### src/rtl/core/sgmd_pkg.sv
// Package with widths, constants and the arctangent table of the Scharr block.
package sgmd_pkg;
  localparam int unsigned MaxWidth = 2048;
  localparam int unsigned ColW = $clog2(MaxWidth);
  localparam int unsigned AngleFracBits = 12;
  localparam int unsigned CordicSteps = 14;
  localparam int unsigned CordicW = 32;
  localparam int unsigned ZW = 34;
  localparam logic signed [ZW-1:0] PiQ30 = 34'sd3373259426;
  localparam logic signed [ZW-1:0] HalfPiQ30 = 34'sd1686629713;
  localparam int unsigned QDepth = 4;
  localparam int unsigned QPtrW = $clog2(QDepth);

  typedef enum logic {
    CMD_PIXEL = 1'b0,
    CMD_DRAIN = 1'b1
  } cmd_e;

  typedef enum logic [1:0] {
    REG_FRAME_WIDTH  = 2'd0,
    REG_FRAME_HEIGHT = 2'd1,
    REG_NONE         = 2'd2
  } reg_e;

  typedef enum logic [1:0] {
    BK_IDLE,
    BK_MAG,
    BK_ITER,
    BK_DONE
  } bk_state_e;

  typedef struct packed {
    logic [7:0] w00, w01, w02;
    logic [7:0] w10, w11, w12;
    logic [7:0] w20, w21, w22;
    logic       last;
  } win_t;

  function automatic logic signed [ZW-1:0] atan_q30(input int unsigned i);
    logic signed [ZW-1:0] v;
    case (i)
      0: v = 34'sd843314856;
      1: v = 34'sd497837829;
      2: v = 34'sd263043836;
      3: v = 34'sd133525158;
      4: v = 34'sd67021686;
      5: v = 34'sd33543515;
      6: v = 34'sd16775850;
      7: v = 34'sd8388437;
      8: v = 34'sd4194282;
      9: v = 34'sd2097149;
      10: v = 34'sd1048575;
      11: v = 34'sd524287;
      12: v = 34'sd262143;
      13: v = 34'sd131071;
      14: v = 34'sd65535;
      15: v = 34'sd32767;
      16: v = 34'sd16383;
      17: v = 34'sd8191;
      18: v = 34'sd4095;
      19: v = 34'sd2047;
      default: v = '0;
    endcase
    return v;
  endfunction
endpackage

### src/rtl/core/sgmd_outq.sv
// Result queue that parts the back end from the consumer.
module sgmd_outq (
  input  logic               clk_i,
  input  logic               rst_ni,
  input  logic               in_valid_i,
  output logic               in_ready_o,
  input  logic [66:0]        in_data_i,
  output logic               empty_o,
  input  logic               pop_i,
  output logic [66:0]        out_data_o
);
  logic [66:0] mem_q [sgmd_pkg::QDepth];
  logic [sgmd_pkg::QPtrW-1:0] wp_q, rp_q;
  logic [sgmd_pkg::QPtrW:0] cnt_q;
  logic wr, rd;
  assign in_ready_o = cnt_q != (sgmd_pkg::QPtrW+1)'(sgmd_pkg::QDepth);
  assign empty_o = cnt_q == '0;
  assign wr = in_valid_i && in_ready_o;
  assign rd = pop_i && !empty_o;
  assign out_data_o = mem_q[rp_q];
  always_ff @(posedge clk_i) if (wr) mem_q[wp_q] <= in_data_i;
  always_ff @(posedge clk_i or negedge rst_ni) begin
    if (!rst_ni) begin
      wp_q <= '0; rp_q <= '0; cnt_q <= '0;
    end else begin
      if (wr) wp_q <= wp_q + 1'b1;
      if (rd) rp_q <= rp_q + 1'b1;
      cnt_q <= cnt_q + (wr ? 1'b1 : 1'b0) - (rd ? 1'b1 : 1'b0);
    end
  end
endmodule

### config.mk
export PLATFORM = sky130hd
export DESIGN_NAME = sgmd_outq
export DESIGN_NICKNAME = d
export VERILOG_FILES = /design/src/rtl/core/sgmd_pkg.sv /design/src/rtl/core/sgmd_outq.sv
export SDC_FILE = /design/constraint.sdc
export NUM_CORES = 1
export LEC_CHECK = 0
export ABC_AREA = 1
export BUFFER_PORTS_ARGS = -buffer_cell sky130_fd_sc_hd__buf_4
export CAP_MARGIN = 25
export CORE_AREA = 2 2 159 161
export CTS_CLUSTER_SIZE = 10
export DETAILED_ROUTE_END_ITERATION = 7
export DIE_AREA = 0 0 161 163
export PLACE_DENSITY = 0.61
export SETUP_SLACK_MARGIN = 0.02
export SLEW_MARGIN = 0
export SYNTH_ARGS = -nofsm -noshare
export SYNTH_HDL_FRONTEND = slang
export SYNTH_SLANG_ARGS = --single-unit
### constraint.sdc
create_clock -name clk_i -period 6.9 [get_ports clk_i]
set_input_delay 1.38 -clock clk_i [delete_from_list [all_inputs] [get_ports clk_i]]
set_output_delay 1.38 -clock clk_i [all_outputs]
set_load 0.03 [all_outputs]
=== Word-level counts from Yosys, hierarchy flattened ===
Memory sizes are Yosys's and may differ from the RTL's.
Index checks and enable logic that the tools add are counted.
W data, S select, Z words.

* Memory bits (writable): 268
* Output and inout bits: 69
* Bits in read-only memories: 0
* Register bits after elaboration: 7
* Memories kept: 1
* Bits in latches: 0

* Muxes and demuxes: 4
* $add $sub $neg: 4
* $mul: 0
* Shift operators: 0
* Div/mod/pow operators: 0
* Reduce and logical (&&, ||, !) cells: 4
* Bitwise operators: 0
* Eq/ne operators: 1
* $lt $le $gt $ge: 0

{| class="wikitable"
|+ Memories
! name !! depth !! bits a word !! read ports !! clocked after memory_dff !! wr ports !! line !! source
|-
| mem_q || 4 || 67 || 1 || 0 || 1 || sgmd_outq.sv:12 || <nowiki>logic [66:0] mem_q [sgmd_pkg::QDepth];</nowiki>
|}

{| class="wikitable"
|+ Operators by type and width
! operator !! number
|-
| $add A2 B1 Y2 const B || 2
|-
| $mux W1 || 4
|-
| $add A3 B1 Y3 || 1
|-
| $logic_not A3 Y1 || 1
|-
| $ne A3 B3 Y1 const B || 1
|-
| $sub A3 B1 Y3 || 1
|-
| $logic_and A1 B1 Y1 || 2
|-
| $logic_not A1 Y1 || 1
|}

=== Longest topological paths before layout ===
* Word-level depth: 5
* Mapped depth: 12
* Depth with buffers taken out: 12

=== Worst setup path after synthesis ===
OpenSTA, ideal clock, no wires.

* Kind: input -> register
* Start: in in_valid_i
* End: mem mem_q[0][0] (enable)
* Setup time: 493 ps
* Setup slack: 2,060 ps
* Cell stages on the path: 2
* Required time: 6,407 ps
* Buffers on the path: 0
* Arrival time: 4,347 ps
* Cells stage by stage: nand2_1 > nor2_1

* Cells in the longest elaborated chain, start to end: 3

{| class="wikitable"
|+ Ends and longest elaborated chain
! item !! line !! source
|-
| start: declaration || sgmd_outq.sv:5 || <nowiki>input logic in_valid_i,</nowiki>
|-
| $logic_and A1 B1 Y1 || sgmd_outq.sv:18 || <nowiki>assign wr = in_valid_i && in_ready_o;</nowiki>
|-
| $mux W1 || sgmd_outq.sv:21 || <nowiki>always_ff @(posedge clk_i) if (wr) mem_q[wp_q] <= in_data_i;</nowiki>
|-
| $mux W1 (implied by the code) || sgmd_outq.sv:21 ||
|-
| end: declaration || sgmd_outq.sv:12 ||
|}

No other way between the ends.

=== Final worst setup path ===
* Start: reg rp_q[0] (netlist name)
* End: out out_data_o[2]

* Cells in the longest elaborated chain, start to end: 1

{| class="wikitable"
|+ Ends and longest elaborated chain
! item !! line !! source
|-
| start: declaration || sgmd_outq.sv:13 || <nowiki>logic [sgmd_pkg::QPtrW-1:0] wp_q, rp_q;</nowiki>
|-
| start signal: assignment || sgmd_outq.sv:27 || <nowiki>if (rd) rp_q <= rp_q + 1'b1;</nowiki>
|-
| $mem_v2 Z4 W67 || n/a ||
|-
| end: declaration || sgmd_outq.sv:10 || <nowiki>output logic [66:0] out_data_o</nowiki>
|}

No other way between the ends.

==> summary.md <==
| Metric | Value |
|---|---|
| Run status | completed |
| CTS tree | done |
| Register area share after synthesis | 0.753 |
| Max Root-Sink Buffers | 3 |
| DRT antenna net count | 0 |
| Final Cycle Share | 0.654 |
| GR met1 Demand/Resource | 0.205 |
| CP Class | flop to primary output |
| Count of port buffers added during placement | 139 |
| Grt ovf | 0 |
| CP startpoint kind | flop |
| Reg2Reg Capture Point | mem_q[2][23] |
| Reg2reg path depth | 6 |
| Worst EP arrival | approximately 3100 ps |
| Worst-Margin Slew | 1010 ps |
| Post_cts resized | 0 |
| Clock Skews | about 10 ps |
| Worst skew pair latency | 530 ps |
| Largest net degree at the start of global routing | between 100 and 150 |
| Min cycle time layout | about 4500 ps |
| #FFs+latches synth | 275 |
| CTS root buffer | clkbuf_16 |
| Cell Area, Synth | 10,900 um^2 |
| Area of the multi-input gates | 2170 um^2 |
| Setup Buffers After CTS | 0 |
| Worst Hold Launch | cnt_q[0] |
| FP Rows | 58 |
| Ys Warns | 0 |
| Leak | roughly 5.3 nW |
| Worst vdd ir | 0.296 mV |
| Slew Viols, Final | 0 |
| Async S/R FF share, synth | 0.0255 |
| Post-synth EDFFs | 268 |
| Vias per cell | 4.71 |
| CP endpoint kind | primary output |
| Synth Flop Type | edfxtp_1 |
| Gpl congestion | 0.730 |
| Most Crowded Layer GR | met2 |
| Power per Cell Area | 470 nW/um^2 |
| Layout cells sized above 1 | 0.176 |
| Register area | about 8000 um^2 |
| Num CTS Buffers | 31 |
| GRT Overall Usage | 0.163 |
| Worst Path Required | 5520 ps |
| Nets | 1,124 |
| Final setup viols | 0 |
| Ports | 140 |
| Worst-path maximum fanout | 103 |
| Wire length per cell | around 15 um |
| Hpwl dp | 12,600 um |
| Sink Count | about 280 |
| RSZ-0062 raised after global routing | no |
| Post-synthesis cell count | 907 |
| Max-cap violations | 0 |
| Max frequency | 222 MHz |
| Final core utilization | 0.535 |
| Reg2reg start | cnt_q[1] |
| Syn-to-layout area delta | 20.9% |
| Max H-tree Level | 1 |
| Initial antenna violation count | 3 |
| 1st-iter DRT viols | about 440 |
| Vias in the first global route | 6,452 |
| Filler instances | roughly 2.1k |
| Worst reg2reg setup slack | between 4000 and 5000 ps |
| Distinct cell type count after synthesis | 17 |
| Die area | 26,200 um^2 |
| Die X | 161 um |
| CORE AREA | 24,700 um^2 |
| Worst slew margin | 0.328 |
| Initial Util | 0.443 |
| Drt total wl | 21,200 um |
| Drt drc | 0 |
| Hold Path Depth | 1 |
| Grt met3 use | 0.0364 |
| First-pass GRT wire length | ~33,000 um |
| Worst hold path class | flop to flop |
| Clock transition at path regs | roughly 60 ps |
| Syn Area/Cell | ~12 um^2 |
| DRT Pass-1 Iters | 5 |
| Hold endpoint | cnt_q[0] |
| Fin Setup TNS | 0 ps |
| Vias | 6,605 |
| Die height | 163 um |
| Post-Syn Nets | 985 |
| Final Hold Viols | 0 |
| Grt met2 use | 0.279 |
| # hold bufs at CTS | 0 |
## logic make-up after synthesis
group,Yosys count,synth area share
AO/OA/AOI/OAI,134,0.0614
adder cells (fa/ha/maj),7,0.00871
buffers and inverters,127,0.0511
flip-flops,275,0.753
AND/OR/NAND/NOR,364,0.126
## layout by cell type (no fill, tap or decap), types with 25 or more instances in the layout
cell type,instances
buf_4,146
clkbuf_1,25
clkbuf_16,31
edfxtp_1,268
inv_1,82
nand2_1,220
nor2_1,135
o21ai_0,107
o21ai_1,27
## worst max-delay path by stage
| stage | end | startpoint | slack, ps |
|---|---|---|---|
| after floorplan | mem_q[0][0] | in_valid_i | 2060 |
| after global placement | out_data_o[2] | rp_q[0] | 2900 |
| after detailed placement | out_data_o[2] | rp_q[0] | 2870 |
| after CTS | out_data_o[2] | rp_q[0] | 2290 |
| after global routing | out_data_o[16] | rp_q[0] | 2020 |
| final | out_data_o[2] | rp_q[0] | 2390 |
## worst max-delay path: stages (launching register included)
cell	delay [ps]
dfrtp_4	1050
buf_4	870
nor2_1	110
nor2_1	120
o21ai_0	90
nand2_1	140
buf_4	180
## cell usage after synthesis (2+ instances only)
| library cell | n | area (um^2) |
|---|---|---|
| nor2_1 | 139 | 522 |
| inv_2 | 2 | 7.51 |
| buf_6 | 7 | 78.8 |
| o21ai_1 | 27 | 135 |
| buf_2 | 11 | 55.1 |
| nand3_1 | 5 | 25.0 |
| edfxtp_1 | 268 | 8050 |
| buf_1 | 11 | 41.3 |
| inv_1 | 82 | 308 |
| ha_1 | 6 | 75.1 |
| dfrtp_1 | 7 | 175 |
| o21ai_0 | 107 | 536 |
| nand2_1 | 220 | 826 |
| clkbuf_1 | 12 | 45.0 |
## layer usage
layer / vias to the layer above / share of wire
li1: 3324 / -
met1: 3051 / 0.42
met2: 185 / 0.49
met3: 45 / 0.065
met4: 0 / 0.030
met5: - / 0
## state kept, by name, indices dropped and copies added, names as in the netlist
name   cells
rp_q       2
mem_q    268
wp_q       2
cnt_q      3
## report_power, final
group	switching, W	internal, W
Clock	0.000578	0.000874
Combinational	0.00164	0.000756
Sequential	0.000152	0.00220
## stage by stage
stage | hold slack (ps) | total power, W | area, um^2 | setup slack, ps | std cells
3_5_place_dp | 507 | 0.00482 | 12300 | 2870 | 1342
3_3_place_gp | 495 | 0.00478 | 12200 | 2900 | 1340
6_report | 515 | 0.00620 | 13200 | 2390 | 1403
4_1_cts | 521 | 0.00630 | 13200 | 2290 | 1399
2_1_floorplan | 461 | 0.00400 | 10900 | 2060 | 907
5_1_grt | 544 | 0.00660 | 13200 | 2020 | 1400
## cell type report
type / instances / share of cell area
Multi-Input combinational cell: 505 / 0.164
Clock buffer: 56 / 0.0659
Sequential cell: 275 / 0.623
Inverter: 84 / 0.0241
Tap cell: 330 / 0.0313
Antenna cell: 3 / 0.000569
Timing Repair Buffer: 149 / 0.0882
Clock inverter: 1 / 0.00228
(Power assumes the default switching activity.)
