**config.mk**
```make
export PLATFORM = sky130hd
export DESIGN_NAME = sgmd_back
export DESIGN_NICKNAME = d
export VERILOG_FILES = /design/src/rtl/core/sgmd_pkg.sv /design/src/rtl/core/sgmd_back.sv
export SDC_FILE = /design/constraint.sdc
export NUM_CORES = 2
export LEC_CHECK = 0
export BUFFER_PORTS_ARGS = -buffer_cell sky130_fd_sc_hd__buf_4
export CORE_MARGIN = 10
export CORE_UTILIZATION = 60
export CTS_BUF_LIST = sky130_fd_sc_hd__clkbuf_8
export DETAILED_ROUTE_END_ITERATION = 10
export PLACE_DENSITY = 0.89
export SLEW_MARGIN = 15
export SYNTH_ARGS = -nofsm -noshare
export SYNTH_HDL_FRONTEND = slang
export SYNTH_SLANG_ARGS = --single-unit
```
**constraint.sdc**
```tcl
create_clock -name clk_i -period 10.4 [get_ports clk_i]
set_clock_uncertainty 0.1 [all_clocks]
set_input_delay 0.52 -clock clk_i [delete_from_list [all_inputs] [get_ports clk_i]]
set_output_delay 0.52 -clock clk_i [all_outputs]
set_load 0.005 [all_outputs]
```
**src/rtl/core/sgmd_pkg.sv**
```systemverilog
// Package with widths, constants and the arctangent table of the Scharr block.
package sgmd_pkg;
  localparam int unsigned MaxWidth = 2048;
  localparam int unsigned ColW = $clog2(MaxWidth);
  localparam int unsigned AngleFracBits = 12;
  localparam int unsigned CordicSteps = 14;
  localparam int unsigned CordicW = 32;
  localparam int unsigned ZW = 34;
  localparam logic signed [ZW-1:0] PiQ30 = 34'sd3373259426;
  localparam logic signed [ZW-1:0] HalfPiQ30 = 34'sd1686629713;
  localparam int unsigned QDepth = 4;
  localparam int unsigned QPtrW = $clog2(QDepth);

  typedef enum logic {
    CMD_PIXEL = 1'b0,
    CMD_DRAIN = 1'b1
  } cmd_e;

  typedef enum logic [1:0] {
    REG_FRAME_WIDTH  = 2'd0,
    REG_FRAME_HEIGHT = 2'd1,
    REG_NONE         = 2'd2
  } reg_e;

  typedef enum logic [1:0] {
    BK_IDLE,
    BK_MAG,
    BK_ITER,
    BK_DONE
  } bk_state_e;

  typedef struct packed {
    logic [7:0] w00, w01, w02;
    logic [7:0] w10, w11, w12;
    logic [7:0] w20, w21, w22;
    logic       last;
  } win_t;

  function automatic logic signed [ZW-1:0] atan_q30(input int unsigned i);
    logic signed [ZW-1:0] v;
    case (i)
      0: v = 34'sd843314856;
      1: v = 34'sd497837829;
      2: v = 34'sd263043836;
      3: v = 34'sd133525158;
      4: v = 34'sd67021686;
      5: v = 34'sd33543515;
      6: v = 34'sd16775850;
      7: v = 34'sd8388437;
      8: v = 34'sd4194282;
      9: v = 34'sd2097149;
      10: v = 34'sd1048575;
      11: v = 34'sd524287;
      12: v = 34'sd262143;
      13: v = 34'sd131071;
      14: v = 34'sd65535;
      15: v = 34'sd32767;
      16: v = 34'sd16383;
      17: v = 34'sd8191;
      18: v = 34'sd4095;
      19: v = 34'sd2047;
      default: v = '0;
    endcase
    return v;
  endfunction
endpackage

```
**src/rtl/core/sgmd_back.sv**
```systemverilog
// Back end: gradients, squared magnitude and a sequential CORDIC direction.
module sgmd_back (
  input  logic                  clk_i,
  input  logic                  rst_ni,
  input  logic                  win_valid_i,
  input  sgmd_pkg::win_t        win_i,
  output logic                  win_ready_o,
  output logic                  res_valid_o,
  input  logic                  res_ready_i,
  output logic [24:0]           mag_o,
  output logic signed [14:0]    dir_o,
  output logic signed [12:0]    gx_o,
  output logic signed [12:0]    gy_o,
  output logic                  last_o
);
  sgmd_pkg::bk_state_e st_q, st_d;
  logic signed [12:0] gx_q, gy_q;
  logic [24:0] mag_q;
  logic last_q;
  logic signed [sgmd_pkg::CordicW-1:0] x_q, y_q;
  logic signed [sgmd_pkg::ZW-1:0] z_q;
  logic [4:0] i_q;
  logic signed [14:0] dir_sat;
  logic signed [12:0] gx, gy;
  logic signed [sgmd_pkg::ZW-1:0] zr, m;
  logic [sgmd_pkg::ZW-1:0] r;
  logic signed [sgmd_pkg::ZW-1:0] rs;

  function automatic logic signed [12:0] px(input logic [7:0] p);
    return $signed({5'b0, p});
  endfunction

  always_comb begin
    gx = 13'sd3 * (px(win_i.w02) - px(win_i.w00)) + 13'sd10 * (px(win_i.w12) - px(win_i.w10))
       + 13'sd3 * (px(win_i.w22) - px(win_i.w20));
    gy = 13'sd3 * (px(win_i.w20) + px(win_i.w22)) + 13'sd10 * px(win_i.w21)
       - 13'sd3 * (px(win_i.w00) + px(win_i.w02)) - 13'sd10 * px(win_i.w01);
  end

  assign win_ready_o = st_q == sgmd_pkg::BK_IDLE;
  assign res_valid_o = st_q == sgmd_pkg::BK_DONE;

  logic signed [sgmd_pkg::CordicW-1:0] dx, dy;
  always_comb begin
    dx = x_q >>> i_q;
    dy = y_q >>> i_q;
    st_d = st_q;
    case (st_q)
      sgmd_pkg::BK_IDLE: if (win_valid_i) st_d = sgmd_pkg::BK_MAG;
      sgmd_pkg::BK_MAG: st_d = (gx_q == 0 || gy_q == 0) ? sgmd_pkg::BK_DONE : sgmd_pkg::BK_ITER;
      sgmd_pkg::BK_ITER: if (i_q == 5'(sgmd_pkg::CordicSteps - 1)) st_d = sgmd_pkg::BK_DONE;
      sgmd_pkg::BK_DONE: if (res_ready_i) st_d = sgmd_pkg::BK_IDLE;
      default: st_d = sgmd_pkg::BK_IDLE;
    endcase
    zr = z_q;
    if (zr > sgmd_pkg::PiQ30) zr = sgmd_pkg::PiQ30;
    if (zr < -sgmd_pkg::PiQ30) zr = -sgmd_pkg::PiQ30;
    m = zr[sgmd_pkg::ZW-1] ? -zr : zr;
    r = ($unsigned(m) + (sgmd_pkg::ZW)'(1 << (29 - sgmd_pkg::AngleFracBits)))
        >> (30 - sgmd_pkg::AngleFracBits);
    rs = zr[sgmd_pkg::ZW-1] ? -$signed(r) : $signed(r);
  end

  always_ff @(posedge clk_i or negedge rst_ni) begin
    if (!rst_ni) begin
      st_q <= sgmd_pkg::BK_IDLE;
    end else begin
      st_q <= st_d;
    end
  end

  always_ff @(posedge clk_i) begin
    case (st_q)
      sgmd_pkg::BK_IDLE: if (win_valid_i) begin
        gx_q <= gx; gy_q <= gy; last_q <= win_i.last;
      end
      sgmd_pkg::BK_MAG: begin
        mag_q <= 25'($unsigned(32'(gx_q * gx_q))) + 25'($unsigned(32'(gy_q * gy_q)));
        i_q <= '0;
        if (gx_q == 0) z_q <= (gy_q >= 0) ? '0 : sgmd_pkg::PiQ30;
        else if (gy_q == 0) z_q <= (gx_q > 0) ? sgmd_pkg::HalfPiQ30 : -sgmd_pkg::HalfPiQ30;
        else if (gy_q < 0) begin
          x_q <= (sgmd_pkg::CordicW)'(-32'(gy_q)) <<< 16;
          y_q <= (sgmd_pkg::CordicW)'(-32'(gx_q)) <<< 16;
          z_q <= (gx_q > 0) ? sgmd_pkg::PiQ30 : -sgmd_pkg::PiQ30;
        end else begin
          x_q <= 32'(gy_q) <<< 16;
          y_q <= 32'(gx_q) <<< 16;
          z_q <= '0;
        end
      end
      sgmd_pkg::BK_ITER: begin
        if (!y_q[sgmd_pkg::CordicW-1]) begin
          x_q <= x_q + dy; y_q <= y_q - dx;
          z_q <= z_q + sgmd_pkg::atan_q30(32'(i_q));
        end else begin
          x_q <= x_q - dy; y_q <= y_q + dx;
          z_q <= z_q - sgmd_pkg::atan_q30(32'(i_q));
        end
        i_q <= i_q + 5'd1;
      end
      default: ;
    endcase
  end

  always_comb begin
    if (rs > 34'sd16383) dir_sat = 15'sd16383;
    else if (rs < -34'sd16384) dir_sat = -15'sd16384;
    else dir_sat = rs[14:0];
  end

  assign mag_o = mag_q;
  assign dir_o = dir_sat;
  assign gx_o = gx_q;
  assign gy_o = gy_q;
  assign last_o = last_q;
endmodule

```
# ---- Word level (Yosys, flattened, before mapping)
# Memory sizes are Yosys's and may differ from the RTL's. A register that Yosys moved wholly into a read port is not among the register bits.
# Index checks and enable logic that the tools add are counted.
dict set report totals {
  memories 2
  rom_bits 1920
  out_inout_bits 69
  reg_bits 157
}
dict set report op_classes {
  reduce_logical 8
  order_cmp 7
  n_mul 9
  n_mux 36
  n_addsub 23
  n_shift 2
  eq_ne 9
}
# name words width read_ports rd_clocked_by_memory_dff wr line
set mem_list {}
lappend mem_list {{(name not given)} 32 30 1 1 0 sgmd_pkg.sv:41} ;# case (i)
lappend mem_list {{(name not given)} 32 30 1 1 0 sgmd_pkg.sv:41}
# cell n
set ops {}
lappend ops {{2-to-1 mux 34 bit} 14}
lappend ops {{2-to-1 mux 32 bit} 9}
lappend ops {{one-hot mux 32 bit (2 select lines)} 2}
lappend ops {{one-hot mux 34 bit (2 select lines)} 1}
lappend ops {{adder 32 bit} 2}
lappend ops {{zero test 32 bit} 2}
lappend ops {{>>> shifter 32 x 5 -> 32 bit} 2}
lappend ops {{subtractor 32 bit} 2}
lappend ops {{multiplier 13 x 13 -> 25 bit} 2}
lappend ops {{adder 34 x 18 -> 34 bit (second input constant)} 1}
lappend ops {{adder 34 bit} 1}
lappend ops {{> comparator 34 x 15 -> 1 bit (second input constant)} 1}
lappend ops {{> comparator 34 x 33 -> 1 bit (second input constant)} 1}
lappend ops {{less-than comparator 34 x 15 -> 1 bit (second input constant)} 1}
lappend ops {{less-than comparator 34 x 33 -> 1 bit (second input constant)} 1}
lappend ops {{negation 16 -> 34 bit} 1}
lappend ops {{negation 34 bit} 1}
lappend ops {{subtractor 34 bit} 1}
lappend ops {{negation 13 -> 16 bit} 2}
lappend ops {{2-to-1 mux 15 bit} 2}
lappend ops {{subtractor 8 x 8 -> 9 bit} 3}
lappend ops {{adder 25 bit} 1}
lappend ops {{multiplier 3 x 9 -> 12 bit (first input constant)} 2}
lappend ops {{multiplier 2 x 9 -> 11 bit (first input constant)} 2}
lappend ops {{27 further kinds} 37}

# ---- Longest topological paths before layout
dict set report depth {
  depth_word 12
  ltp_mapped 42
  depth_no_buf 35
}

# ---- Least setup slack after synthesis
# No wires, ideal clock.
dict set report synth_timing {
  kind {reg-to-output}
  startpoint {register z_q[22] (netlist name)}
  endpoint {output port dir_o[4]}
  arrival_time_ns 8.043
  path_buffers 6
  required_ns 9.780
  slack_ns 1.737
  stages_incl_launch_ff 38
  path_cell_list {edfxtp_1 -> or4_4 -> or4_4 -> o31a_1 -> a21oi_2 -> buf_6 -> and3_1 -> o21ai_0 -> a21boi_0 -> o21ai_0 -> a41oi_1 -> o2111ai_1 -> a21oi_1 -> o211ai_1 -> ha_1 -> clkbuf_1 -> clkbuf_1 -> nor3_1 -> [... 2 more ...] -> o21ai_0 -> or3_1 -> buf_2 -> o21bai_1 -> or2_0 -> buf_2 -> or3_1 -> a221oi_2 -> and3_1 -> nand2_1 -> inv_1 -> ha_1 -> inv_1 -> a31oi_1 -> and4_1 -> a21oi_2 -> buf_2 -> o21ai_1}
}
dict set report synth_via {
  elab_chain_cells 12
  elab_cells_between_ends 13
  cone_classes {3 x add/sub; 4 x order compare; 6 x mux}
}
# element line
set synth_lines {}
lappend synth_lines {{start: declaration} sgmd_back.sv:21} ;# logic signed [sgmd_pkg::ZW-1:0] z_q;
lappend synth_lines {{start signal: assignment} sgmd_back.sv:80} ;# if (gx_q == 0) z_q <= (gy_q >= 0) ? '0 : sgmd_pkg::PiQ30;
lappend synth_lines {{start signal: assignment} sgmd_back.sv:81} ;# else if (gy_q == 0) z_q <= (gx_q > 0) ? sgmd_pkg::HalfPiQ30 : -sgmd_pkg::HalfPiQ30;
lappend synth_lines {{start signal: assignment} sgmd_back.sv:85} ;# z_q <= (gx_q > 0) ? sgmd_pkg::PiQ30 : -sgmd_pkg::PiQ30;
lappend synth_lines {{> comparator 34 x 33 -> 1 bit} sgmd_back.sv:56} ;# if (zr > sgmd_pkg::PiQ30) zr = sgmd_pkg::PiQ30;
lappend synth_lines {{2-to-1 mux 34 bit *} sgmd_back.sv:56}
lappend synth_lines {{less-than comparator 34 x 33 -> 1 bit} sgmd_back.sv:57} ;# if (zr < -sgmd_pkg::PiQ30) zr = -sgmd_pkg::PiQ30;
lappend synth_lines {{2-to-1 mux 34 bit *} sgmd_back.sv:57}
lappend synth_lines {{negation 34 bit} sgmd_back.sv:58} ;# m = zr[sgmd_pkg::ZW-1] ? -zr : zr;
lappend synth_lines {{2-to-1 mux 34 bit} sgmd_back.sv:58}
lappend synth_lines {{adder 34 x 18 -> 34 bit} sgmd_back.sv:59} ;# r = ($unsigned(m) + (sgmd_pkg::ZW)'(1 << (29 - sgmd_pkg::AngleFracBits)))
lappend synth_lines {{negation 16 -> 34 bit} sgmd_back.sv:61} ;# rs = zr[sgmd_pkg::ZW-1] ? -$signed(r) : $signed(r);
lappend synth_lines {{2-to-1 mux 34 bit *} sgmd_back.sv:61}
lappend synth_lines {{less-than comparator 34 x 15 -> 1 bit} sgmd_back.sv:108} ;# else if (rs < -34'sd16384) dir_sat = -15'sd16384;
lappend synth_lines {{2-to-1 mux 15 bit} sgmd_back.sv:108}
lappend synth_lines {{2-to-1 mux 15 bit *} sgmd_back.sv:107} ;# if (rs > 34'sd16383) dir_sat = 15'sd16383;
lappend synth_lines {{end: declaration} sgmd_back.sv:11} ;# output logic signed [14:0] dir_o,
# Mark *: on every way between the ends. The rest lies on a longest branch, timed or not.

# ---- Final worst setup path
dict set report layout_timing {
  startpoint {register z_q[23] (netlist name)}
  endpoint {output port dir_o[2]}
}
# The elaborated chain is that of the path after synthesis.

==> flow_summary.toml <==
[status]
outcome = "completed"

[logic_synthesis]
syn_area_um2 = 35650
synth_top_family_by_area = "adder cells"
synth_flop_cell = "edfxtp_1"
avgSynthCellArea_um2 = 9.039
ys_ff_latch = 187
syn-instance-count = 3944
yosysSeqAreaShare = 0.1488
synth_mux_area_frac = 0.06595
synth_nets = 4779
synth_edf_count = 155
synth_xor_area_frac = 0.08378
async_reset_ff_frac = 0.01070
synthAdderAreaFrac = 0.3484
ys_types = 96
synth-compound-area-share = 0.1418
yosysWarnings = 0
synth-simple-area-share = 0.1301

[hold_path]
min_path_type = "in -> async"

[detailed_routing]
wl_per_cell_um = 19.20
drt-initial-drc-count = 2946
drc = 0
ant_nets = 0
via_count = 29083
drt_first_pass_iters = 8
viasPerCell = 6.055
totalWireLength_um = 92220

[setup_path]
cp.arrival_ns = 9.08
r2r-end = "mag_o[24]"
cp-end-kind = "output port"
critical_path_class = "reg -> out"
worst_r2r_path_depth = 26
critical_path_peak_fanout = 14
reg2reg_from = "gx_o[2]"
cpMostUsedCell = "o21ai_0"
rrSetupSlack_ns = 1.33
crit_required_ns = 9.78
critPathLaunchType = "flop"
slowest_delay_ns = 0.62
cp_slowest_cell = "or4_4"

[global_routing]
use_met3 = 0.06068
grtUsageMet1 = 0.3225
grt_use_met2 = 0.4442
grt_pass1_wl_um = 151500
top_usage_layer = "met2"
grt_usage = 0.2642
antenna_found_initial = 1
overflow = 0
grt_pass1_vias = 29733
grt_start_max_net_pins = 83

[floorplan]
start_util = 0.6052
die_y_um = 263.8
rows = 89
dieArea_um2 = 69560
core_area_um2 = 58910
ios = 146
die_w_um = 263.8

[clock_tree]
h-tree-depth = 4
clock_latency_ns = 0.61
clock-sinks = 187
clockBufferDepth = 2
cts_made_buffers = 17
cts_tree = "done"
path_clk_slew_ns = 0.10
cts-root-buf = "clkbuf_8"

[timing]
final.setup.tns_ns = 0
min_period_ns = 9.705
slew_violations = 0
hold_viol_final = 0
post-route-period-util = 0.9331
fmax_mhz = 103.0
worst_pin_slew_ns = 1.263
slew_headroom = 0.1580
finalSetupViolations = 0
rsz0062_at_grt = "false"

[finish]
layout_commonest_cell = "inv_1"
stdcell_area_um2 = 37980
final_layout_size_suffix_gt1_frac = 0.09854
num-nets-final = 4851
layout_common_cells = "inv_1 (617), fa_1 (391), ha_1 (364)"
area_growth_pct = 6.525

[job]
max_cap_violations = 0

[placement]
port_buffers = 137
gp_congestion = 0.9723
dp_hpwl_um = 73940
placed_cell_area_um2 = 37450
==> kinds of logic after synthesis <==
group                      after synthesis
buffers and inverters                  763
AOI/OAI and AO/OA                      780
muxes                                  142
other                                    1
xor gates and xnor gates               341
DFF                                    187
and+or+nand+nor                        972
adders and majority gates              758
==> metal layers <==
metal | part of all wire | vias up
li1 | - | 13418
met4 | 0.041 | 0
met3 | 0.094 | 314
met2 | 0.48 | 1526
met1 | 0.38 | 13825
met5 | 0 | -
==> timing repair <==
action | CTS | global route
endpoints found under the setup margin | 0 | 14
resized for setup | 0 | 8
hold endpoints to repair | 3 | 0
hold buffers | 2 | 0
setup buffers | 0 | 9
==> worst max-delay path by stage <==
stage,from,end,slack [ns],cells after the start
2_1_floorplan,z_q[22],dir_o[4],1.74,37
3_3_place_gp,z_q[23],dir_o[2],1.27,35
3_5_place_dp,z_q[23],dir_o[2],1.11,35
4_1_cts,z_q[23],dir_o[2],0.44,35
5_1_grt,z_q[23],dir_o[2],0.04,36
6_report,z_q[23],dir_o[2],0.70,36
==> cell usage after synthesis, types with 72 or more instances <==
cell type / n / area [um2]
inv_1: 618 / 2320
nand2_1: 276 / 1036
a21o_1: 103 / 773.2
edfxtp_1: 155 / 4654
xnor2_1: 242 / 2120
ha_1: 367 / 4592
a21oi_1: 261 / 1306
xor2_1: 99 / 867.1
fa_1: 391 / 7828
and2_1: 85 / 531.8
nor2_1: 309 / 1160
o21ai_0: 143 / 715.7
clkbuf_1: 103 / 386.6
mux4_2: 72 / 1622
==> layout make-up <==
type	instances	area (um2)
Inverter	624	2342
Clock buffer	17	234.0
Timing Repair Buffer	192	1446
Multi-Input combinational cell	2994	27520
Clock inverter	15	157.7
Antenna cell	1	2.502
Sequential cell	187	5305
Fill cell	4359	20930
Tap cell	773	967.2
==> metrics by stage <==
step                      setup WS, ns  utilization  hold WS [ns]  std cells
final                           0.6954       0.6447        0.1560       4803
after detailed placement         1.105       0.6357        0.2036       4759
after CTS                       0.4373       0.6427       0.09224       4793
after global placement           1.268       0.6357        0.2029       4759
after floorplan                  1.737            -        0.1244       3944
after global routing           0.03821       0.6447        0.1484       4803
==> worst max-delay path, delay by kind of cell, from the launching register on <==
kind	cells	cell delay [ns]
AOI/OAI and AO/OA	16	2.66
xor gates and xnor gates	1	0.12
adders and majority gates	2	0.63
buffers and inverters	5	0.65
DFF	1	0.53
and+or+nand+nor	12	3.91
Power is not shown: default switching activity piles up to over one toggle a cycle in this logic, so the estimate is an artifact.
